==> config.mk <==
export PLATFORM = sky130hd
export DESIGN_NAME = qvr_div_lane
export DESIGN_NICKNAME = d
export VERILOG_FILES = /design/src/hw/rtl/qvr_pkg.sv /design/src/hw/rtl/qvr_div_lane.sv
export SDC_FILE = /design/constraint.sdc
export NUM_CORES = 2
export LEC_CHECK = 0
export ABC_AREA = 1
export BUFFER_PORTS_ARGS = -buffer_cell sky130_fd_sc_hd__buf_4
export CAP_MARGIN = 20
export CORE_MARGIN = 4
export CORE_UTILIZATION = 30
export CTS_BUF_LIST = sky130_fd_sc_hd__clkbuf_8 sky130_fd_sc_hd__clkbuf_16
export DETAILED_ROUTE_END_ITERATION = 16
export PLACE_DENSITY = 0.45
export SYNTH_ARGS = -nofsm -noshare
export SYNTH_HDL_FRONTEND = slang
export SYNTH_SLANG_ARGS = --single-unit
==> constraint.sdc <==
create_clock -name clk -period 6.2 [get_ports clk]
set_clock_uncertainty 0.1 [all_clocks]
set_input_delay 0.31 -clock clk [delete_from_list [all_inputs] [get_ports clk]]
set_output_delay 0.31 -clock clk [all_outputs]
set_load 0.005 [all_outputs]
==> src/hw/rtl/qvr_pkg.sv <==
// Package with shared widths and types for the quaternion vector rotation pipeline.
package qvr_pkg;

	localparam int DATA_W = 16;
	localparam int NUM_W = 52;
	localparam int DVS_W = 34;
	localparam int QUOT_W = 16;
	localparam int FRONT_STAGES = 5;
	localparam int DIV_STAGES = 8;
	localparam int BITS_PER_STAGE = QUOT_W / DIV_STAGES;
	localparam int LANE_STAGES = DIV_STAGES + 1;
	localparam int PIPE_STAGES = FRONT_STAGES + LANE_STAGES;

	typedef struct packed {
		logic [NUM_W-1:0] num;
		logic [DVS_W-1:0] dvs;
		logic             neg;
	} qvr_div_in_t;

endpackage

==> src/hw/rtl/qvr_div_lane.sv <==
// Pipelined restoring divider lane with rounding and 16-bit saturation.
module qvr_div_lane import qvr_pkg::*; (
	input  logic                     clk,
	input  logic                     en,
	input  qvr_div_in_t              din,
	output logic signed [DATA_W-1:0] res,
	output logic                     sat
);

	logic [NUM_W-1:0]  rem_s [0:DIV_STAGES];
	logic [QUOT_W-1:0] quo_s [0:DIV_STAGES];
	logic [DVS_W-1:0]  dvs_s [0:DIV_STAGES];
	logic              neg_s [0:DIV_STAGES];
	logic              ovf_s [0:DIV_STAGES];

	always_ff @(posedge clk) begin
		if (en) begin
			rem_s[0] <= din.num;
			dvs_s[0] <= din.dvs;
			neg_s[0] <= din.neg;
			ovf_s[0] <= din.num >= (NUM_W'(din.dvs) << QUOT_W);
			quo_s[0] <= '0;
		end
	end

	for (genvar j = 1; j <= DIV_STAGES; j++) begin : g_stage
		logic [NUM_W-1:0]  rem_c;
		logic [QUOT_W-1:0] quo_c;

		always_comb begin
			rem_c = rem_s[j-1];
			quo_c = quo_s[j-1];
			for (int b = 0; b < BITS_PER_STAGE; b++) begin
				if (rem_c >= (NUM_W'(dvs_s[j-1]) << (QUOT_W - BITS_PER_STAGE * (j - 1) - 1 - b))) begin
					rem_c = rem_c -
						(NUM_W'(dvs_s[j-1]) << (QUOT_W - BITS_PER_STAGE * (j - 1) - 1 - b));
					quo_c[QUOT_W - BITS_PER_STAGE * (j - 1) - 1 - b] = 1'b1;
				end
			end
		end

		always_ff @(posedge clk) begin
			if (en) begin
				rem_s[j] <= rem_c;
				quo_s[j] <= quo_c;
				dvs_s[j] <= dvs_s[j-1];
				neg_s[j] <= neg_s[j-1];
				ovf_s[j] <= ovf_s[j-1];
			end
		end
	end

	always_comb begin
		if (neg_s[DIV_STAGES]) begin
			if (ovf_s[DIV_STAGES] || quo_s[DIV_STAGES] > 16'd32768) begin
				res = 16'sh8000;
				sat = 1'b1;
			end else begin
				res = DATA_W'(16'd0 - quo_s[DIV_STAGES]);
				sat = 1'b0;
			end
		end else begin
			if (ovf_s[DIV_STAGES] || quo_s[DIV_STAGES] > 16'd32767) begin
				res = 16'sh7fff;
				sat = 1'b1;
			end else begin
				res = DATA_W'(quo_s[DIV_STAGES]);
				sat = 1'b0;
			end
		end
	end

endmodule

=== After elaboration in Yosys (flattened, before gate mapping) ===
Memory sizes are Yosys's and may differ from the RTL's.
Cells that the tools add are included.

* Memories kept: 5
* Logic and storage cells: 83
* Output and inout bits: 17
* Bits of input ports: 89
* Bits in writable memories: 936
* Flip-flop bits (word level): 0

* Muxes and demuxes: 40
* Add/subtract/negate cells: 17
* Reduce and logical (&&, ||, !) cells: 2
* Order comparisons: 19

{| class="wikitable"
|+ Memories
! memory !! depth !! width !! rd ports !! clocked after Yosys merged registers in !! write ports !! line !! RTL
|-
| rem_s || 9 || 52 || 8 || 0 || 9 || qvr_div_lane.sv:10 || <nowiki>logic [NUM_W-1:0] rem_s [0:DIV_STAGES];</nowiki>
|-
| dvs_s || 9 || 34 || 8 || 0 || 9 || qvr_div_lane.sv:12 || <nowiki>logic [DVS_W-1:0] dvs_s [0:DIV_STAGES];</nowiki>
|-
| quo_s || 9 || 16 || 9 || 0 || 9 || qvr_div_lane.sv:11 || <nowiki>logic [QUOT_W-1:0] quo_s [0:DIV_STAGES];</nowiki>
|-
| neg_s || 9 || 1 || 9 || 0 || 9 || qvr_div_lane.sv:13 || <nowiki>logic neg_s [0:DIV_STAGES];</nowiki>
|-
| ovf_s || 9 || 1 || 9 || 0 || 9 || qvr_div_lane.sv:14 || <nowiki>logic ovf_s [0:DIV_STAGES];</nowiki>
|}

{| class="wikitable"
|+ Operators with widths
! cell !! count
|-
| $mux W52 || 16
|-
| $ge A52 B34 Y1 || 1
|-
| $ge A52 B35 Y1 || 1
|-
| $ge A52 B36 Y1 || 1
|-
| $ge A52 B37 Y1 || 1
|-
| $ge A52 B38 Y1 || 1
|-
| $ge A52 B39 Y1 || 1
|-
| $ge A52 B40 Y1 || 1
|-
| $ge A52 B41 Y1 || 1
|-
| $ge A52 B42 Y1 || 1
|-
| $ge A52 B43 Y1 || 1
|-
| $ge A52 B44 Y1 || 1
|-
| $ge A52 B45 Y1 || 1
|-
| $ge A52 B46 Y1 || 1
|-
| $ge A52 B47 Y1 || 1
|-
| $ge A52 B48 Y1 || 1
|-
| $ge A52 B49 Y1 || 1
|-
| $ge A52 B50 Y1 || 1
|-
| $sub A52 B34 Y52 || 1
|-
| $sub A52 B35 Y52 || 1
|-
| $sub A52 B36 Y52 || 1
|-
| $sub A52 B37 Y52 || 1
|-
| $sub A52 B38 Y52 || 1
|-
| $sub A52 B39 Y52 || 1
|-
| other kinds (16) || 39
|}

=== Longest topological paths before layout ===
* Depth in word-level cells: 4
* Depth in mapped cells: 36
* Mapped depth without buffers: 33

=== Least setup slack after synthesis ===
Ideal clock, no wire load.

* Path type: reg2reg
* Start: memory rem_s[6][36] (netlist: rem_s[0][348])
* End: memory rem_s[7][33] (netlist: rem_s[0][397]), data pin
* Data required time: 5.838 ns
* Slack: 1.327 ns
* Data arrival time: 4.512 ns
* Clock period less this slack: 4.873 ns
* Stages on the path, launching flop included: 32
* Cell sequence: edfxtp_1 -> ha_1 -> nand2_1 -> nor2_1 -> nand2_1 -> nor3_2 -> and2_1 -> nand2_2 -> nand3_4 -> buf_6 -> buf_2 -> inv_1 -> buf_2 -> buf_2 -> nand2_1 -> o21ai_0 -> ha_1 -> nand2_1 -> inv_1 -> nand2_1 -> nand2_1 -> a21oi_1 -> o21ai_0 -> a21boi_0 -> o21bai_1 -> a31oi_1 -> nand4_1 -> nor2_1 -> nand2_2 -> buf_4 -> nand2_1 -> o21ai_1

{| class="wikitable"
|+ RTL lines
! element !! line
|-
| from (decl) || qvr_div_lane.sv:10
|}

==> impl_metrics.toml <==
[setup_path]
critical_path.startpoint = "rem_s[0][165]"
crit_top_cell = "nand2_1"
path_class = "reg2reg"
cpMaxStageDelayCell = "fa_1"
cp.required_ns = 6.61
startpoint_type = "register"
cpPeakStageDelay_ns = 0.45
cp_max_fo = 37
rr_startpoint = "rem_s[0][165]"
critPathArrivalTime_ns = 6.33
crit_end = "rem_s[0][234]"
end_kind = "register"
r2r_slack_ns = 0.28
reg2regPathDepth = 33
r2r-end = "rem_s[0][234]"

[place]
gp_congestion = 0.9964
io_buffers = 105
dp_hpwl_um = 253800
dp_cells = 13610

[logic_synthesis]
synthAdderAreaFrac = 0.1073
syn_area_sq_um = 70330
synth-compound-area-share = 0.1527
synth-edff-count = 778
yosys_warnings = 0
ys_seq_area_frac = 0.3322
syn_avg_cell_area_sq_um = 7.228
synth_area_leader_cell = "edfxtp_1"
synth_flop_cell = "edfxtp_1"
muxShareOfSynthArea = 0.0004270
synth_cells = 9731
synth.area.top_cells = "edfxtp_1 33%, nand2_1 13%, ha_1 10%, inv_1 7.4%, a21oi_1 5.5%"
synth.top_cell.area_share = 0.3322
synth-xor-area-share = 0.06065
synth-simple-area-share = 0.2610
ys_ff_latch = 778
synth_top_family_by_area = "simple AND/OR/NAND/NOR gates"
synth-async-reset-ratio = 0
syn_nets = 10410
synthDistinctLibCells = 70

[clocking]
cts_tree = "built"
cts_buffer_depth = 3
htreeDepth = 3
cts_sinks = 778
cts_root_buffer = "clkbuf_16"
cts_made_buffers = 102
clock_latency_ns = 0.76
clk_transition_reported_paths_ns = 0.06

[die]
rows = 177
start_util = 0.3019
chipWidth_um = 492.2
num_io_pins = 106
dieArea_sq_um = 242300
core_area_sq_um = 233000
die_h_um = 492.2

[layout]
fin_cells = 13920
nNetsFinal = 11370
syn2layout_area_growth_pct = 21.00
drive_gt1_frac = 0.1172

[drt]
via_per_inst = 5.032
drt_wl_total_um = 297800
vias = 70030
wl_per_cell_um = 21.40
first_pass_iters = 6
drt_iter0_markers = 6199
routed.top_layer = "met5"
wl_met2_um = 134300
routed-wl-met3_um = 17310
ant_nets = 0
remaining_drc_errors = 0
met1_length_um = 135400

[pwr]
p_total_uw = 56110
static-leakage-power_uw = 0.03795
cellPowerDensity_nw_per_um2 = 659.3
ir_drop_mv = 0.3043

[global_routing]
grt.total_usage = 0.2369
grt_max_degree = 164
grt_overflow = 0
grt_pass1_vias = 67060
grt_pass1_wl_um = 435200
antenna_found_initial = 12

[timing]
finalCriticalPeriod_ns = 5.918
finalMaxSlewViolations = 0
slew_headroom = 0.2842
period_share = 0.9546
worst_slew_pin_slew_ns = 1.062
hold_viol = 0
fmax_ghz = 0.1690
rsz0062_at_grt = "false"
setup_viol = 0

[run_status]
outcome = "completed"

[hold_path]
min_path_type = "in2reg"
min-delay-start = "din[30]"

[job]
drv_cap = 0
how the worst min path moves through the flow:
stage,cells past startpoint,end,slack (ns)
finish,2,dvs_s[0][29],0.18
global placement,0,quo_s[3][30],0.30
global route,2,rem_s[0][25],0.15
floorplan,0,neg_s[0][1],0.30
detailed placement,0,neg_s[0][5],0.30
CTS,2,rem_s[0][32],0.1
power breakdown:
part | total (uW) | internal (uW) | switching (uW)
clock | 6210 | 3660 | 2560
combinational | 40100 | 15600 | 24500
sequential | 9770 | 8310 | 1460
metrics by stage:
stage | hold slack [ns] | setup slack [ns] | cell area, sq um | setup TNS, ns | utilization
after global routing | 0.1468 | 0.003802 | 85100 | 0 | 0.3653
after global placement | 0.3002 | -0.05272 | 80520 | -1.412 | 0.3456
after CTS | 0.09880 | 0.02159 | 84890 | 0 | 0.3644
after detailed placement | 0.3045 | -0.06475 | 80520 | -1.633 | 0.3456
after floorplan | 0.3003 | 1.327 | 70330 | 0 | -
final | 0.1786 | 0.2817 | 85100 | 0 | 0.3653
final cells by class:
type / count / area [sq um]
clock inverter: 86 / 835.8
fill: 24850 / 147900
timing repair buffer: 978 / 7945
tap: 3132 / 3919
clock buffer: 106 / 2653
inverter: 1424 / 5353
multi-input combinational: 7406 / 41020
sequential: 778 / 23360
antenna: 7 / 17.52
worst max-delay path: cells and delay by family (launching register included):
family,cells,cell delay [ns]
AO/OA/AOI/OAI,1,0.09
adder cells (fa/ha/maj),3,1.06
flip-flops,1,0.39
buffers and inverters,7,0.86
AND/OR/NAND/NOR,22,3.20
per-layer routing:
layer	vias to the layer above	global-route usage
li1	34620	-
met1	32850	0.3257
met2	2219	0.3854
met3	340	0.03041
met4	4	0.07630
met5	-	0
logic make-up (layout without fill, tap and decap cells):
kind of cell,count (synthesis),after routing
AND/OR/NAND/NOR,4364,4364
XOR/XNOR,487,487
flip-flops,778,778
buffers and inverters,1547,2594
AO/OA/AOI/OAI,1958,1958
adder cells (fa/ha/maj),594,594
multiplexers,3,3
other,0,7
cell usage in the layout (no fill, tap or decap), drive strengths merged, types with 88 or more instances in the layout:
cell type | synthesis | routed
edfxtp | 778 | 778
o21ai | 837 | 837
inv | 1422 | 1442
a21oi | 780 | 780
a31oi | 96 | 96
xnor2 | 247 | 247
clkbuf | 61 | 106
nand2 | 2480 | 2480
nand4 | 210 | 210
nor2 | 1018 | 1018
dlygate4sd3 | 0 | 88
ha | 579 | 579
buf | 62 | 890
nor3 | 97 | 97
nand3 | 437 | 437
xor2 | 240 | 240
cells in the mapped netlist (60+ instances only):
cell,count
clkbuf_1,60
a31oi_1,96
xor2_1,240
nor2_1,996
nor3_1,92
edfxtp_1,778
inv_1,1390
nand2_1,2439
nand4_1,207
o21ai_1,77
ha_1,579
a21oi_1,768
o21ai_0,738
nand3_1,420
xnor2_1,247
flip-flops by register name (all words and copies together), names as in the netlist:
| register | count |
|---|---|
| rem_s | 416 |
| dvs_s | 272 |
| quo_s | 72 |
| neg_s | 9 |
| ovf_s | 9 |
repair_timing:
| item | 4_1_cts | 5_1_grt |
|---|---|---|
| resized for setup | 3 | 38 |
| setup buffers | 0 | 16 |
| pin swaps | 0 | 1 |
| hold endpoints to repair | 102 | 0 |
| endpoints found under the setup margin | 42 | 166 |
| hold buffers | 88 | 0 |
Power figures use the tool's default switching activity.
